**src/rtl/core/sasd_pkg.sv**
```systemverilog
package sasd_pkg;

    // Result kinds
    localparam logic [2:0] KIND_HEADER  = 3'd0;
    localparam logic [2:0] KIND_PALETTE = 3'd1;
    localparam logic [2:0] KIND_PIXEL   = 3'd2;
    localparam logic [2:0] KIND_FEND    = 3'd3;
    localparam logic [2:0] KIND_NOFRAME = 3'd4;

    // Palette scaling: b*255/63 = 4*b + b/21, with b/21 = (b*391) >> 13 for b < 256
    localparam logic [8:0] PAL_RECIP = 9'd391;
    localparam int         PAL_SHIFT = 13;

    // One result beat as it travels through the queue
    typedef struct packed {
        logic [2:0]  kind;
        logic [15:0] frame_number;
        logic [31:0] position;
        logic [15:0] value;
        logic        last;
    } sasd_item_t;

endpackage

```
**src/rtl/core/sasd_front.sv**
```systemverilog
module sasd_front (
    input  logic                clk,
    input  logic                rst_n,
    input  logic                fire,
    input  logic [7:0]          file_byte,
    output logic                push,
    output sasd_pkg::sasd_item_t item
);
    import sasd_pkg::*;

    localparam logic [2:0] PH_HEADER  = 3'd0;
    localparam logic [2:0] PH_PALETTE = 3'd1;
    localparam logic [2:0] PH_OFFSETS = 3'd2;
    localparam logic [2:0] PH_FRAMES  = 3'd3;
    localparam logic [2:0] PH_DONE    = 3'd4;

    localparam logic [17:0] HDR_LAST    = 18'd15;
    localparam logic [17:0] PAL_FIRST   = 18'd192;
    localparam logic [17:0] PAL_LAST    = 18'd767;
    localparam logic [7:0]  COLOR_BASE  = 8'd64;
    localparam logic [7:0]  SKIP_MAX    = 8'd63;

    logic [2:0]  phase_reg, phase_next;
    logic [17:0] bc_reg, bc_next;
    logic [7:0]  low_reg, low_next;
    logic [15:0] ftotal_reg, ftotal_next;
    logic [15:0] fwidth_reg, fwidth_next;
    logic [15:0] fheight_reg, fheight_next;
    logic [31:0] ptotal_reg, ptotal_next;
    logic [32:0] ppos_reg, ppos_next;
    logic [15:0] fcount_reg, fcount_next;

    logic        push_c;
    sasd_item_t  item_c;
    logic [15:0] word;
    logic [17:0] off_end;
    logic [31:0] area;
    logic        fin;

    assign word    = {file_byte, low_reg};
    assign off_end = {ftotal_reg, 2'b00} + 18'd3;
    assign area    = 32'(fwidth_reg) * 32'(fheight_reg);
    assign fin     = ({1'b0, fcount_reg} + 17'd1) >= {1'b0, ftotal_reg};

    // Classify the byte and advance the parse state
    always_comb
    begin
        phase_next   = phase_reg;
        bc_next      = bc_reg;
        low_next     = low_reg;
        ftotal_next  = ftotal_reg;
        fwidth_next  = fwidth_reg;
        fheight_next = fheight_reg;
        ptotal_next  = ptotal_reg;
        ppos_next    = ppos_reg;
        fcount_next  = fcount_reg;
        push_c       = 1'b0;
        item_c       = '0;
        case (phase_reg)
            PH_HEADER:
            begin
                if (!bc_reg[0])
                begin
                    low_next = file_byte;
                end
                else
                begin
                    item_c.kind  = KIND_HEADER;
                    item_c.value = word;
                    case (bc_reg[3:1])
                        3'd0:
                        begin
                            push_c = 1'b1;
                            item_c.position = 32'd0;
                        end
                        3'd1:
                        begin
                            push_c = 1'b1;
                            ftotal_next = word;
                            item_c.position = 32'd1;
                        end
                        3'd2:
                        begin
                            push_c = 1'b1;
                            fwidth_next = word;
                            item_c.position = 32'd2;
                        end
                        3'd3:
                        begin
                            push_c = 1'b1;
                            fheight_next = word;
                            item_c.position = 32'd3;
                        end
                        3'd5:
                        begin
                            push_c = 1'b1;
                            item_c.position = 32'd4;
                        end
                        default:
                        begin
                            push_c = 1'b0;
                        end
                    endcase
                end
                if (bc_reg >= HDR_LAST)
                begin
                    bc_next     = '0;
                    ptotal_next = area;
                    phase_next  = PH_PALETTE;
                end
                else
                begin
                    bc_next = bc_reg + 18'd1;
                end
            end
            PH_PALETTE:
            begin
                if (bc_reg >= PAL_FIRST)
                begin
                    push_c          = 1'b1;
                    item_c.kind     = KIND_PALETTE;
                    item_c.position = 32'(bc_reg - PAL_FIRST);
                    item_c.value    = {8'd0, file_byte};
                end
                if (bc_reg >= PAL_LAST)
                begin
                    bc_next    = '0;
                    phase_next = PH_OFFSETS;
                end
                else
                begin
                    bc_next = bc_reg + 18'd1;
                end
            end
            PH_OFFSETS:
            begin
                if (bc_reg >= off_end)
                begin
                    bc_next = '0;
                    if (ftotal_reg == 16'd0)
                    begin
                        phase_next  = PH_DONE;
                        push_c      = 1'b1;
                        item_c.kind = KIND_NOFRAME;
                        item_c.last = 1'b1;
                    end
                    else
                    begin
                        phase_next  = PH_FRAMES;
                        ppos_next   = '0;
                        fcount_next = '0;
                    end
                end
                else
                begin
                    bc_next = bc_reg + 18'd1;
                end
            end
            PH_FRAMES:
            begin
                if (file_byte == 8'd0 || ppos_reg >= {1'b0, ptotal_reg})
                begin
                    push_c              = 1'b1;
                    item_c.kind         = KIND_FEND;
                    item_c.frame_number = fcount_reg;
                    item_c.last         = fin;
                    ppos_next           = '0;
                    if (fin)
                    begin
                        phase_next = PH_DONE;
                    end
                    else
                    begin
                        fcount_next = fcount_reg + 16'd1;
                    end
                end
                else if (file_byte > SKIP_MAX)
                begin
                    push_c              = 1'b1;
                    item_c.kind         = KIND_PIXEL;
                    item_c.frame_number = fcount_reg;
                    item_c.position     = ppos_reg[31:0];
                    item_c.value        = {8'd0, file_byte - COLOR_BASE};
                    ppos_next           = ppos_reg + 33'd1;
                end
                else
                begin
                    ppos_next = ppos_reg + 33'(file_byte);
                end
            end
            default:
            begin
                push_c = 1'b0;
            end
        endcase
    end

    assign push = fire & push_c;
    assign item = item_c;

    // Commit the parse state on each accepted beat
    always_ff @(posedge clk or negedge rst_n)
    begin
        if (!rst_n)
        begin
            phase_reg   <= PH_HEADER;
            bc_reg      <= '0;
            low_reg     <= '0;
            ftotal_reg  <= '0;
            fwidth_reg  <= '0;
            fheight_reg <= '0;
            ptotal_reg  <= '0;
            ppos_reg    <= '0;
            fcount_reg  <= '0;
        end
        else if (fire)
        begin
            phase_reg   <= phase_next;
            bc_reg      <= bc_next;
            low_reg     <= low_next;
            ftotal_reg  <= ftotal_next;
            fwidth_reg  <= fwidth_next;
            fheight_reg <= fheight_next;
            ptotal_reg  <= ptotal_next;
            ppos_reg    <= ppos_next;
            fcount_reg  <= fcount_next;
        end
    end

endmodule

```
**src/rtl/core/sasd_queue.sv**
```systemverilog
module sasd_queue #(
    parameter int DEPTH = 2
) (
    input  logic                clk,
    input  logic                rst_n,
    input  logic                push,
    input  sasd_pkg::sasd_item_t push_item,
    output logic                can_push,
    input  logic                pop,
    output logic                not_empty,
    output sasd_pkg::sasd_item_t head_item
);
    import sasd_pkg::*;

    localparam int PW = (DEPTH > 1) ? $clog2(DEPTH) : 1;
    localparam int CW = $clog2(DEPTH + 1);
    localparam logic [PW-1:0] PTR_LAST = PW'(DEPTH - 1);
    localparam logic [CW-1:0] CNT_FULL = CW'(DEPTH);

    sasd_item_t    slot_reg [DEPTH];
    logic [PW-1:0] wr_reg, rd_reg;
    logic [CW-1:0] cnt_reg;

    assign can_push  = cnt_reg != CNT_FULL;
    assign not_empty = cnt_reg != '0;
    assign head_item = slot_reg[rd_reg];

    // Store pushed beats
    always_ff @(posedge clk)
    begin
        if (push)
        begin
            slot_reg[wr_reg] <= push_item;
        end
    end

    // Advance pointers and occupancy
    always_ff @(posedge clk or negedge rst_n)
    begin
        if (!rst_n)
        begin
            wr_reg  <= '0;
            rd_reg  <= '0;
            cnt_reg <= '0;
        end
        else
        begin
            if (push)
            begin
                wr_reg <= (wr_reg == PTR_LAST) ? '0 : wr_reg + PW'(1);
            end
            if (pop)
            begin
                rd_reg <= (rd_reg == PTR_LAST) ? '0 : rd_reg + PW'(1);
            end
            if (push && !pop)
            begin
                cnt_reg <= cnt_reg + CW'(1);
            end
            else if (pop && !push)
            begin
                cnt_reg <= cnt_reg - CW'(1);
            end
        end
    end

endmodule

```
**src/rtl/core/sasd_back.sv**
```systemverilog
module sasd_back (
    input  logic                clk,
    input  logic                rst_n,
    input  logic                q_valid,
    input  sasd_pkg::sasd_item_t q_item,
    output logic                q_pop,
    output logic                out_valid,
    input  logic                out_ready,
    output logic [2:0]          kind,
    output logic [15:0]         frame_number,
    output logic [31:0]         position,
    output logic [15:0]         value,
    output logic                last
);
    import sasd_pkg::*;

    logic        ovalid_reg;
    sasd_item_t  obeat_reg;
    sasd_item_t  load_item;
    logic        load;
    logic [7:0]  comp;
    logic [16:0] recip_prod;
    logic [7:0]  scaled;
    logic [15:0] value_c;

    assign load = q_valid && (!ovalid_reg || out_ready);
    assign q_pop = load;

    // Scale a six-bit palette component to eight bits
    assign comp       = q_item.value[7:0];
    assign recip_prod = 17'(comp) * 17'(PAL_RECIP);
    assign scaled     = {comp[5:0], 2'b00} + 8'(recip_prod >> PAL_SHIFT);
    assign value_c    = (q_item.kind == KIND_PALETTE) ? {8'd0, scaled} : q_item.value;

    // Swap in the scaled value
    always_comb
    begin
        load_item       = q_item;
        load_item.value = value_c;
    end

    // Hold the output beat until taken
    always_ff @(posedge clk or negedge rst_n)
    begin
        if (!rst_n)
        begin
            ovalid_reg <= 1'b0;
        end
        else if (load)
        begin
            ovalid_reg <= 1'b1;
        end
        else if (out_ready)
        begin
            ovalid_reg <= 1'b0;
        end
    end

    always_ff @(posedge clk)
    begin
        if (load)
        begin
            obeat_reg <= load_item;
        end
    end

    assign out_valid    = ovalid_reg;
    assign kind         = obeat_reg.kind;
    assign frame_number = obeat_reg.frame_number;
    assign position     = obeat_reg.position;
    assign value        = obeat_reg.value;
    assign last         = obeat_reg.last;

endmodule

```
**src/rtl/core/snp_animation_stream_decoder.sv**
```systemverilog
// Animation stream decoder: takes the file one byte per beat and emits one result beat per
// reported item (header field, scaled palette component for entries 64..255, pixel write,
// frame end, or a no-frames marker), with last set on the final result of the stream.
// A byte is taken every cycle while the result queue has room; the front parser updates its
// counters on each accepted byte, so the sustained rate is one byte per clock while the queue
// has room. A result is written into the queue when its byte is accepted, then loaded into the
// output register once that register is empty or being taken; the QUEUE_DEPTH-entry queue plus
// the output register absorb output stalls before the input side stops.
module snp_animation_stream_decoder #(
    parameter int QUEUE_DEPTH = 2
) (
    input  logic        clk,
    input  logic        rst_n,
    input  logic        in_valid,
    output logic        in_ready,
    input  logic [7:0]  file_byte,
    output logic        out_valid,
    input  logic        out_ready,
    output logic [2:0]  kind,
    output logic [15:0] frame_number,
    output logic [31:0] position,
    output logic [15:0] value,
    output logic        last
);
    import sasd_pkg::*;

    logic       fire;
    logic       push;
    logic       can_push;
    logic       q_valid;
    logic       q_pop;
    sasd_item_t push_item;
    sasd_item_t head_item;

    assign in_ready = can_push;
    assign fire     = in_valid && can_push;

    sasd_front u_front (
        .clk       (clk),
        .rst_n     (rst_n),
        .fire      (fire),
        .file_byte (file_byte),
        .push      (push),
        .item      (push_item)
    );

    sasd_queue #(
        .DEPTH (QUEUE_DEPTH)
    ) u_queue (
        .clk       (clk),
        .rst_n     (rst_n),
        .push      (push),
        .push_item (push_item),
        .can_push  (can_push),
        .pop       (q_pop),
        .not_empty (q_valid),
        .head_item (head_item)
    );

    sasd_back u_back (
        .clk          (clk),
        .rst_n        (rst_n),
        .q_valid      (q_valid),
        .q_item       (head_item),
        .q_pop        (q_pop),
        .out_valid    (out_valid),
        .out_ready    (out_ready),
        .kind         (kind),
        .frame_number (frame_number),
        .position     (position),
        .value        (value),
        .last         (last)
    );

endmodule

```
**config.mk**
```make
export PLATFORM = sky130hd
export DESIGN_NAME = snp_animation_stream_decoder
export DESIGN_NICKNAME = d
export VERILOG_FILES = /design/src/rtl/core/sasd_pkg.sv /design/src/rtl/core/sasd_front.sv /design/src/rtl/core/sasd_queue.sv /design/src/rtl/core/sasd_back.sv /design/src/rtl/core/snp_animation_stream_decoder.sv
export SDC_FILE = /design/constraint.sdc
export NUM_CORES = 1
export LEC_CHECK = 0
export BUFFER_PORTS_ARGS = -buffer_cell sky130_fd_sc_hd__buf_2
export CAP_MARGIN = 20
export CORE_MARGIN = 4
export CORE_UTILIZATION = 45
export CTS_CLUSTER_SIZE = 20
export DETAILED_ROUTE_END_ITERATION = 10
export PLACE_DENSITY = 0.63
export SLEW_MARGIN = 20
export SYNTH_ARGS = -nofsm -noshare
export SYNTH_HDL_FRONTEND = slang
export SYNTH_SLANG_ARGS = --single-unit
```
**constraint.sdc**
```tcl
create_clock -name clk -period 7.5 [get_ports clk]
set_clock_uncertainty 0.15 [all_clocks]
set_input_delay 0.375 -clock clk [delete_from_list [all_inputs] [get_ports clk]]
set_output_delay 0.375 -clock clk [all_outputs]
set_load 0.005 [all_outputs]
```
[Word-level counts from Yosys, hierarchy flattened]
Memories as Yosys holds them, arrays and structs flattened.
Index checks and enable logic that the tools add are counted.
Operators by class
  multipliers: 2
  add/subtract/negate cells: 13
  bitwise operators: 2
  mux-type cells: 52
  reductions and logical operators: 29
  $lt $le $gt $ge: 7
  equal/unequal tests: 16
Operators with widths (count)
  two-way mux 48 bit: 3
  one-hot mux 48 bit (3 select lines): 1
  two-way mux 33 bit: 4
  two-way mux 16 bit: 5
  two-way mux 66 bit: 1
  one-hot mux 33 bit (2 select lines): 1
  two-way mux 18 bit: 3
  one-hot mux 18 bit (3 select lines): 1
  adder 33 x 1 -> 33 bit (second input constant): 1
  adder 33 x 8 -> 33 bit: 1
  greater-or-equal comparator 33 x 32 -> 1 bit: 1
  multiplier 16 x 16 -> 32 bit: 1
  one-hot mux 16 bit (2 select lines): 1
  two-way mux 3 bit: 8
  one-hot mux 3 bit (4 select lines): 2
  two-way mux 19 bit: 1
  subtractor 18 x 8 -> 19 bit (second input constant): 1
  adder 18 x 1 -> 18 bit (second input constant): 1
  adder 18 x 2 -> 18 bit (second input constant): 1
  greater-or-equal comparator 18 x 10 -> 1 bit (second input constant): 1
  greater-or-equal comparator 18 bit: 1
  greater-or-equal comparator 18 x 4 -> 1 bit (second input constant): 1
  greater-or-equal comparator 18 x 8 -> 1 bit (second input constant): 1
  adder 16 x 1 -> 17 bit (second input constant): 1
  other kinds (37): 78
Word-level totals
  memories: 1
  output and inout port bits: 70
  logic and storage cells: 141
  bits in writable memories: 136
  bits in registers: 231
Memory list
  u_queue.slot_reg: depth 2, bits a word 68, rd ports 1, clocked after Yosys merged registers in 0, wr ports 1, RTL line sasd_queue.sv:20  | sasd_item_t slot_reg [DEPTH];

[Longest topological paths before layout]
Gate-level depths: netlist of run 1.
  depth in word-level cells: 10
  gate-level depth with buffers: 26
  depth with buffers taken out: 23

[Hierarchy]
A second synthesis of run 1 with hierarchy kept.
Unflattened totals
  cells, all modules: 2515
  area, all modules: 26963.4 sq um
By module, submodules not included
  sasd_front: seq. area each 3953.8 sq um, area an instance 18352.6 sq um, cells each 2049, instances 1
  sasd_queue: seq. area each 4184.0 sq um, area an instance 5138.7 sq um, cells each 228, instances 1
  sasd_back: seq. area each 2067.0 sq um, area an instance 3465.8 sq um, cells each 237, instances 1
  snp_animation_stream_decoder: seq. area each 0.0 sq um, area an instance 6.3 sq um, cells each 1, instances 1

[Least setup slack after synthesis of run 1]
No wires, ideal clock.
  path type: register to register
  start point: register u_front.fheight_reg[9]
  end point: register u_front.ptotal_reg[27]
  path slack: 1.120 ns
  arrival time: 6.135 ns
  setup time: 0.095 ns
  period minus slack after synthesis: 6.380 ns
  stages on the path, launching flop included: 25
  cell sequence: dfrtp_1 > clkbuf_1 > clkbuf_1 > nand2_1 > fa_1 > inv_1 > fa_1 > inv_1 > fa_1 > inv_1 > fa_1 > fa_1 > inv_1 > fa_1 > inv_1 > ha_1 > and3_1 > nand4_1 > or2_2 > o221a_2 > a21oi_1 > a21oi_1 > o21ai_0 > nor4_1 > o31ai_1
Between the ends
  cells in the longest elaborated chain, start to end: 1
Ends and longest elaborated chain
  from (decl): RTL line sasd_front.sv:28  | logic [15:0] fheight_reg, fheight_next;
  from (signal assigned): RTL line sasd_front.sv:223  | fheight_reg <= fheight_next;
  multiplier 16 x 16 -> 32 bit: RTL line sasd_front.sv:42  | assign area = 32'(fwidth_reg) * 32'(fheight_reg);
  to (signal assigned): RTL line sasd_front.sv:224  | ptotal_reg <= ptotal_next;
  to (decl): RTL line sasd_front.sv:29  | logic [31:0] ptotal_reg, ptotal_next;
No other way between the ends.
A chain may end at the register's enable or synchronous reset.

[Final worst setup path of run 1]
  start point: register u_front.fwidth_reg[9]
  end point: register u_front.ptotal_reg[30]
Between the ends
  cells in the longest elaborated chain, start to end: 1
Ends and longest elaborated chain
  from (decl): RTL line sasd_front.sv:27  | logic [15:0] fwidth_reg, fwidth_next;
  from (signal assigned): RTL line sasd_front.sv:222  | fwidth_reg <= fwidth_next;
  multiplier 16 x 16 -> 32 bit: RTL line sasd_front.sv:42
No other way between the ends.

==> PnR_summary.wiki, run 1 <==
{| class="wikitable"
! Metric !! Value
|-
| Total congestion overflow || 0
|-
| TritonRoute pass-1 iters || 5
|-
| Final critical-path required period || 6.75 ns
|-
| Status || complete, no violations
|-
| Quantity of I/O buffers inserted on ports || 81
|-
| Sequential fraction of the synthesis area || 0.384
|-
| Flip-flop count of the largest register after layout || 136
|-
| Pin count of the biggest net entering global routing || 89
|-
| Number of library cell types mapped by synthesis || 79
|-
| Yosys synthesis warning count || 0
|-
| Multi-input gate area in the final layout || 14,800 sq um
|-
| Maximum root-to-sink buffer count || 3
|-
| Max transition margin || 0.324
|-
| Prevailing post-synth register cell || sky130_fd_sc_hd__edfxtp_1
|-
| Vias in the first global route || 18,500
|-
| Final standard cell area without fillers || 29,200 sq um
|-
| Clock latency on the worst-skew pair || 0.58 ns
|-
| Clock edge transition at the registers on the reported setup and hold paths || 0.07 ns
|-
| Number of cells upsized or downsized after cts || 0
|-
| Routed wire per std cell || 19.1 um
|-
| CP Launch Type || register
|-
| DIE WIDTH || 251 um
|-
| Total wirelength of the detailed-routed design || 63.3 mm
|-
| #FFs+latches synth || 367
|-
| Synth Area in XOR/XNOR || 0.0273
|-
| Number of enable flip-flop cells after synthesis || 204
|-
| Number of placement rows || 88
|-
| Count of mapped cells out of synthesis || 2,464
|-
| Total negative slack || 0 ns
|-
| Post-detailed-route count of antenna-violating nets || 0
|-
| Library cell used as clock root buffer || sky130_fd_sc_hd__clkbuf_16
|-
| Max FO, Critical Path || 17
|-
| Clock tree sinks || 367
|-
| Leakage power summed over all cells || 12.9 nW
|-
| Total GRT Usage || 0.203
|-
| Starting DRT DRC Count || 1,124
|-
| Fmax || 0.148 GHz
|-
| Netlist Area Pre-Place || 26,600 sq um
|-
| Total of endpoints with negative setup slack in the final report || 0
|-
| Adder-cell share of the synthesized area || 0.262
|-
| Tightest Hold Check Type || input port to register
|-
| Final hold violations || 0
|-
| Main combinational cell family by area after synthesis || adder cells
|-
| Kind of capture point of the worst setup path || register
|-
| Total of max-cap violations || 0
|-
| Synthesis-to-finish area growth || 9.59%
|-
| Share of cells above drive strength 1 || 0.120
|-
| Area after detailed placement || 27,800 sq um
|-
| IR Drop Worst-Case VDD || 0.140 mV
|-
| Total power after layout || 0.00422 W
|-
| Overall via count from detail_route || 17,800
|-
| Critical path start-end classification || register to register
|-
| PD cells || 145 nW/um^2
|-
| Post-route core utilization || 0.502
|-
| Fin nets || 2,961
|-
| Number of antenna violations at the first check in global routing || 1
|-
| CP Data Required Time || 7.80 ns
|-
| Drc violations || 0
|-
| Core ar. || 58,100 sq um
|-
| Async set-or-reset flop fraction in the synthesized netlist || 0.444
|-
| Mean cell area of the mapped netlist || 10.8 sq um
|-
| Complex-gate fraction of the synthesized area || 0.0888
|-
| Full die area || 63,100 sq um
|-
| DP HPWL || 48.2 mm
|-
| Max-slew violation count || 0
|-
| Mux share of post-synthesis cell area || 0.0488
|-
| Endpoint arrival time on the critical path || 7.05 ns
|-
| Post-Synth Simple-Gate Area || 0.129
|-
| First-pass GRT wire length || 103 mm
|-
| Total area of sequential cells || 10,200 sq um
|-
| Number of antenna diodes || 0
|-
| Inserted Clock Buffers || 41
|-
| Pin slew with the least headroom to its limit || 1.01 ns
|-
| Vertical die dimension || 251 um
|-
| Clock tree from TritonCTS || built
|-
| RSZ-0062 raised after global routing || false
|-
| Filler Cells Inserted || 5,218
|-
| Fin crit share || 0.900
|-
| Setup Slack @ Placement || 0.749 ns
|-
| Placer congestion estimate || 0.906
|-
| Final critical-path setup slack || 0.753 ns
|-
| Effective utilization at floorplan || 0.458
|-
| H-tree depth || 2
|-
| Avg Vias per Cell || 5.38
|-
| Number of top-level pins || 82
|}
## worst max-delay path, cell delays in order, from the launching register on
cell and delay, ns:
sky130_fd_sc_hd__dfrtp_1 0.66, sky130_fd_sc_hd__and2_1 0.30, sky130_fd_sc_hd__fa_1 0.54, sky130_fd_sc_hd__inv_1 0.06, sky130_fd_sc_hd__fa_1 0.55, sky130_fd_sc_hd__inv_1 0.06, sky130_fd_sc_hd__fa_1 0.52, sky130_fd_sc_hd__fa_1 0.44
sky130_fd_sc_hd__fa_1 0.54, sky130_fd_sc_hd__inv_1 0.05, sky130_fd_sc_hd__fa_1 0.52, sky130_fd_sc_hd__inv_1 0.04, sky130_fd_sc_hd__ha_1 0.36, sky130_fd_sc_hd__and3_1 0.23, sky130_fd_sc_hd__nand4_1 0.15, sky130_fd_sc_hd__or2_2 0.33
sky130_fd_sc_hd__o22ai_1 0.16, sky130_fd_sc_hd__o21ai_1 0.19, sky130_fd_sc_hd__o311ai_0 0.38, sky130_fd_sc_hd__a21oi_1 0.14, sky130_fd_sc_hd__xor2_1 0.17, sky130_fd_sc_hd__o21ai_1 0.07
## routing by layer
layer,up-vias,global-route usage,wire length [um]
met5,-,0,0
met4,0,0.0453,1170
met3,76,0.0260,3320
met2,437,0.321,28700
met1,8899,0.302,30100
li1,8413,-,-
## cell usage after synthesis (all sizes together) (3+ instances only)
cell type | n | area [sq um]
inv | 323 | 1210
nand2 | 262 | 986
ha | 229 | 2870
fa | 205 | 4100
edfxtp | 204 | 6130
dfrtp | 163 | 4080
and2 | 149 | 932
o21ai | 110 | 558
mux2 | 101 | 1140
nor2 | 91 | 347
clkbuf | 76 | 287
a21oi | 71 | 374
xor2 | 44 | 385
a21o | 40 | 300
and3 | 39 | 244
xnor2 | 39 | 342
nand3 | 38 | 195
a22o | 34 | 298
buf | 20 | 118
nor3 | 20 | 116
nand4 | 19 | 119
mux2i | 16 | 160
a211oi | 13 | 97.6
nand2b | 13 | 81.3
o21a | 13 | 97.6
nor2b | 12 | 75.1
a221o | 10 | 100
o21bai | 10 | 75.1
or3 | 10 | 62.6
nor4 | 9 | 68.8
or2 | 9 | 56.3
o31ai | 7 | 52.6
a211o | 5 | 43.8
a31oi | 5 | 31.3
o311ai | 5 | 43.8
a21bo | 4 | 40.0
and3b | 4 | 35.0
and4 | 4 | 35.0
o211ai | 4 | 30.0
o22ai | 3 | 18.8
## placed cells by master (no fill, tap or decap), drive strengths merged, types with 5 or more instances in the layout
cell type / Yosys / final
o31ai: 7 / 7
dfrtp: 163 / 163
nor2b: 12 / 12
nor3: 20 / 20
a22o: 34 / 34
a21oi: 71 / 71
and3: 39 / 39
clkinvlp: 0 / 6
o311ai: 5 / 5
edfxtp: 204 / 204
buf: 20 / 101
fa: 205 / 205
a211o: 5 / 5
nand2b: 13 / 13
and2: 149 / 149
nand2: 262 / 262
o21ai: 110 / 110
or2: 9 / 9
mux2: 101 / 101
xnor2: 39 / 39
nor2: 91 / 91
a21o: 40 / 40
a31oi: 5 / 5
a211oi: 13 / 13
clkinv: 0 / 14
inv: 323 / 327
nand3: 38 / 38
nor4: 9 / 9
ha: 229 / 229
o21bai: 10 / 10
xor2: 44 / 44
or3: 10 / 10
nand4: 19 / 19
clkbuf: 76 / 47
mux2i: 16 / 16
o21a: 13 / 13
a221o: 10 / 10
## path summary, 6_finish.rpt
| path | startpoint | to | slack, ns | cells past startpoint |
|---|---|---|---|---|
| min in group asynchronous | rst_n | u_front.fcount_reg[3] | 0.33 | 2 |
| hold / removal | file_byte[1] | u_front.ftotal_reg[9] | 0.11 | 3 |
| hold reg to reg | u_front.ptotal_reg[24] | u_front.ptotal_reg[24] | 0.33 | 2 |
| setup reg to reg | u_front.fwidth_reg[9] | u_front.ptotal_reg[30] | 0.75 | 21 |
| max in group asynchronous | rst_n | u_front.phase_reg[2] | 5.34 | 3 |
| setup / recovery | u_front.fwidth_reg[9] | u_front.ptotal_reg[30] | 0.75 | 21 |
## timing repair
item / CTS / global route
endpoints found under the hold margin: 88 / 0
hold buffers: 2 / 0
buffers inserted: 0 / 0
## layout make-up
| cell class | instances | area share |
|---|---|---|
| multi-input combinational | 1679 | 0.509 |
| sequential | 367 | 0.350 |
| inverter | 323 | 0.0416 |
| clock buffer | 47 | 0.0370 |
| tap | 765 | 0.0328 |
| timing repair buffer | 103 | 0.0204 |
| clock inverter | 27 | 0.00905 |
## per-stage QoR
step / hold slack, ns / cells
after detailed placement: 0.321 / 3234
after global routing: 0.0865 / 3311
final: 0.106 / 3311
after CTS: 0.0615 / 3310
after global placement: 0.319 / 3234
after floorplan: -0.0706 / 2465
## cell families after synthesis
kind of cell,Yosys count
multiplexers,117
flip-flops,367
buffers and inverters,419
other,1
adder cells (fa/ha/maj),434
AO/OA/AOI/OAI,356
AND/OR/NAND/NOR,687
XOR/XNOR,83
## where the power goes
part           internal [W]  leakage [nW]  switching [W]
Combinational     0.0000191          8.71      0.0000543
Sequential          0.00212          3.55      0.0000215
Clock               0.00115         0.643       0.000857
Total               0.00329          12.9       0.000933
Power figures use the tool's default switching activity.
==> inputs of run 2 (changes only) <==
--- a/config.mk
+++ b/config.mk
@@ -11,7 +11,7 @@
 export CORE_UTILIZATION = 45
 export CTS_CLUSTER_SIZE = 20
 export DETAILED_ROUTE_END_ITERATION = 10
-export PLACE_DENSITY = 0.63
+export PLACE_DENSITY_LB_ADDON = 0.25
 export SLEW_MARGIN = 20
 export SYNTH_ARGS = -nofsm -noshare
 export SYNTH_HDL_FRONTEND = slang
==> constraint.sdc (replaced) <==
create_clock -name clk -period 7.5 [get_ports clk]
set_clock_uncertainty 0.15 [all_clocks]
set_input_delay 0.375 -clock clk [delete_from_list [all_inputs] [get_ports clk]]
set_output_delay 0.375 -clock clk [all_outputs]
set_load 0.05 [all_outputs]
==> PnR_summary.wiki, run 2 (synthesis gave the netlist of run 1 again) <==
{| class="wikitable"
! Metric !! Value
|-
| Number of placement rows || 88
|-
| Status || complete, no violations
|-
| Clock share of power || 0.471
|-
| Effective utilization at floorplan || 0.458
|-
| Total internal power || 0.00328 W
|-
| Post-detailed-route count of antenna-violating nets || 0
|-
| Total wirelength of the detailed-routed design || 63.9 mm
|-
| Pin count of the biggest net entering global routing || 89
|-
| Avg Vias per Cell || 5.43
|-
| Kind of capture point of the worst setup path || register
|-
| DIE WIDTH || 251 um
|-
| Tightest Hold Check Type || input port to register
|-
| Inserted Clock Buffers || 42
|-
| Leakage power summed over all cells || 12.9 nW
|-
| RSZ-0062 raised after global routing || false
|-
| Switching power summed over all nets || 0.000918 W
|-
| Endpoint arrival time on the critical path || 7.14 ns
|-
| Hold WS || 0.0742 ns
|-
| Vertical die dimension || 251 um
|-
| Multi-input gate area in the final layout || 14,800 sq um
|-
| Quantity of I/O buffers inserted on ports || 81
|-
| CP Data Required Time || 7.83 ns
|-
| Starting DRT DRC Count || 1,383
|-
| First-pass GRT wire length || 104 mm
|-
| Vias in the first global route || 18,700
|-
| Total GRT Usage || 0.205
|-
| Total negative slack || 0 ns
|-
| Total congestion overflow || 0
|-
| Number of antenna diodes || 0
|-
| Max-slew violation count || 0
|-
| Maximum root-to-sink buffer count || 3
|-
| IR Drop Worst-Case VDD || 0.140 mV
|-
| Placer congestion estimate || 0.917
|-
| Fin crit share || 0.908
|-
| Commonest non-fill, non-tap cells in the layout || sky130_fd_sc_hd__inv_1, sky130_fd_sc_hd__nand2_1, sky130_fd_sc_hd__ha_1, sky130_fd_sc_hd__fa_1, sky130_fd_sc_hd__edfxtp_1
|-
| Number of antenna violations at the first check in global routing || 2
|-
| Seq pwr share || 0.511
|-
| Library cell used as clock root buffer || sky130_fd_sc_hd__clkbuf_16
|-
| Clock latency on the worst-skew pair || 0.57 ns
|-
| Overall via count from detail_route || 18,000
|-
| Synthesis-to-finish area growth || 9.56%
|-
| Full die area || 63,100 sq um
|-
| H-tree depth || 2
|-
| TritonRoute pass-1 iters || 7
|-
| Clock edge transition at the registers on the reported setup and hold paths || 0.06 ns
|-
| Routed wire per std cell || 19.3 um
|-
| Clock tree sinks || 367
|-
| Share of total power consumed by net switching || 0.219
|-
| Combinational power share || 0.017
|-
| Total of max-cap violations || 0
|-
| Core ar. || 58,100 sq um
|-
| Pin slew with the least headroom to its limit || 1.03 ns
|-
| Max FO, Critical Path || 17
|-
| Fmax || 0.147 GHz
|-
| Drc violations || 0
|-
| Filler Cells Inserted || 5,237
|-
| PD cells || 144 nW/um^2
|-
| Total area of sequential cells || 10,200 sq um
|-
| Critical path start-end classification || register to register
|-
| Share of cells above drive strength 1 || 0.118
|-
| Most frequent standard cell in the layout excluding fill and tap cells || sky130_fd_sc_hd__inv_1
|-
| CP Launch Type || register
|-
| Number of top-level pins || 82
|-
| Final hold violations || 0
|-
| Final critical-path required period || 6.81 ns
|-
| DP HPWL || 48.6 mm
|-
| Total of endpoints with negative setup slack in the final report || 0
|-
| Max transition margin || 0.311
|-
| Fin nets || 2,962
|-
| Number of cells upsized or downsized after cts || 0
|-
| Flip-flop count of the largest register after layout || 136
|-
| Clock tree from TritonCTS || built
|}
==> run 2: worst max-delay path: stages, from the launching register on <==
cell	delay (ns)
sky130_fd_sc_hd__dfrtp_1	0.78
sky130_fd_sc_hd__nand2_1	0.20
sky130_fd_sc_hd__fa_1	0.57
sky130_fd_sc_hd__fa_1	0.43
sky130_fd_sc_hd__fa_1	0.49
sky130_fd_sc_hd__fa_1	0.50
sky130_fd_sc_hd__inv_1	0.06
sky130_fd_sc_hd__fa_1	0.52
sky130_fd_sc_hd__inv_1	0.05
sky130_fd_sc_hd__fa_1	0.52
sky130_fd_sc_hd__inv_1	0.04
sky130_fd_sc_hd__ha_1	0.34
sky130_fd_sc_hd__nand2_1	0.11
sky130_fd_sc_hd__or3_1	0.40
sky130_fd_sc_hd__or2_2	0.31
sky130_fd_sc_hd__o221a_2	0.25
sky130_fd_sc_hd__a21oi_1	0.24
sky130_fd_sc_hd__a21oi_1	0.09
sky130_fd_sc_hd__o21ai_0	0.31
sky130_fd_sc_hd__nor4_1	0.10
sky130_fd_sc_hd__o31ai_1	0.24
==> run 2: cell type report <==
type                       instances  share of cell area
clock buffer                      58              0.0388
clock inverter                    20             0.00708
inverter                         323              0.0416
multi-input combinational       1679               0.509
sequential                       367               0.350
tap                              765              0.0328
timing repair buffer             103              0.0204
==> run 2: power by group through the flow <==
stage	Clock (W)	Sequential, W	Combinational, W
2_1_floorplan	0	0.00217	0.0000408
3_3_place_gp	0	0.00218	0.0000710
3_5_place_dp	0	0.00218	0.0000723
4_1_cts	0.00204	0.00214	0.0000734
5_1_grt	0.00213	0.00214	0.0000826
6_report	0.00198	0.00214	0.0000731
==> run 2: stage by stage <==
step / util / cells / instance area (sq um) / power (W) / setup WS (ns)
final: 0.501 / 3315 / 29200 / 0.00420 / 0.691
after global routing: 0.501 / 3315 / 29200 / 0.00435 / 0.308
after CTS: 0.501 / 3314 / 29100 / 0.00425 / 0.725
after detailed placement: 0.478 / 3234 / 27800 / 0.00226 / 0.729
after global placement: 0.478 / 3234 / 27800 / 0.00225 / 0.917
after floorplan: - / 2465 / 26600 / 0.00221 / 1.12
==> run 2: final timing paths <==
path,startpoint,to,slack [ns],depth (start not counted)
max,u_front.fwidth_reg[9],u_front.ptotal_reg[27],0.69,20
min,file_byte[1],u_front.ftotal_reg[9],0.07,3
max reg2reg,u_front.fwidth_reg[9],u_front.ptotal_reg[27],0.69,20
min reg2reg,u_front.ptotal_reg[24],u_front.ptotal_reg[24],0.34,2
max in group asynchronous,rst_n,u_front.ppos_reg[15],5.33,3
min in group asynchronous,rst_n,u_front.fcount_reg[12],0.32,2
==> run 2: layer usage <==
metal,vias up,track usage,share of wire
met5,-,0,0
met4,0,0.0539,0.022
met3,102,0.0340,0.062
met2,524,0.325,0.46
met1,8944,0.295,0.46
li1,8429,-,-
==> run 2: what timing repair did <==
action	4_1_cts	5_1_grt
buffers inserted	0	0
hold buffers	2	0
endpoints found under the hold margin	88	0
endpoints found under the setup margin	0	0
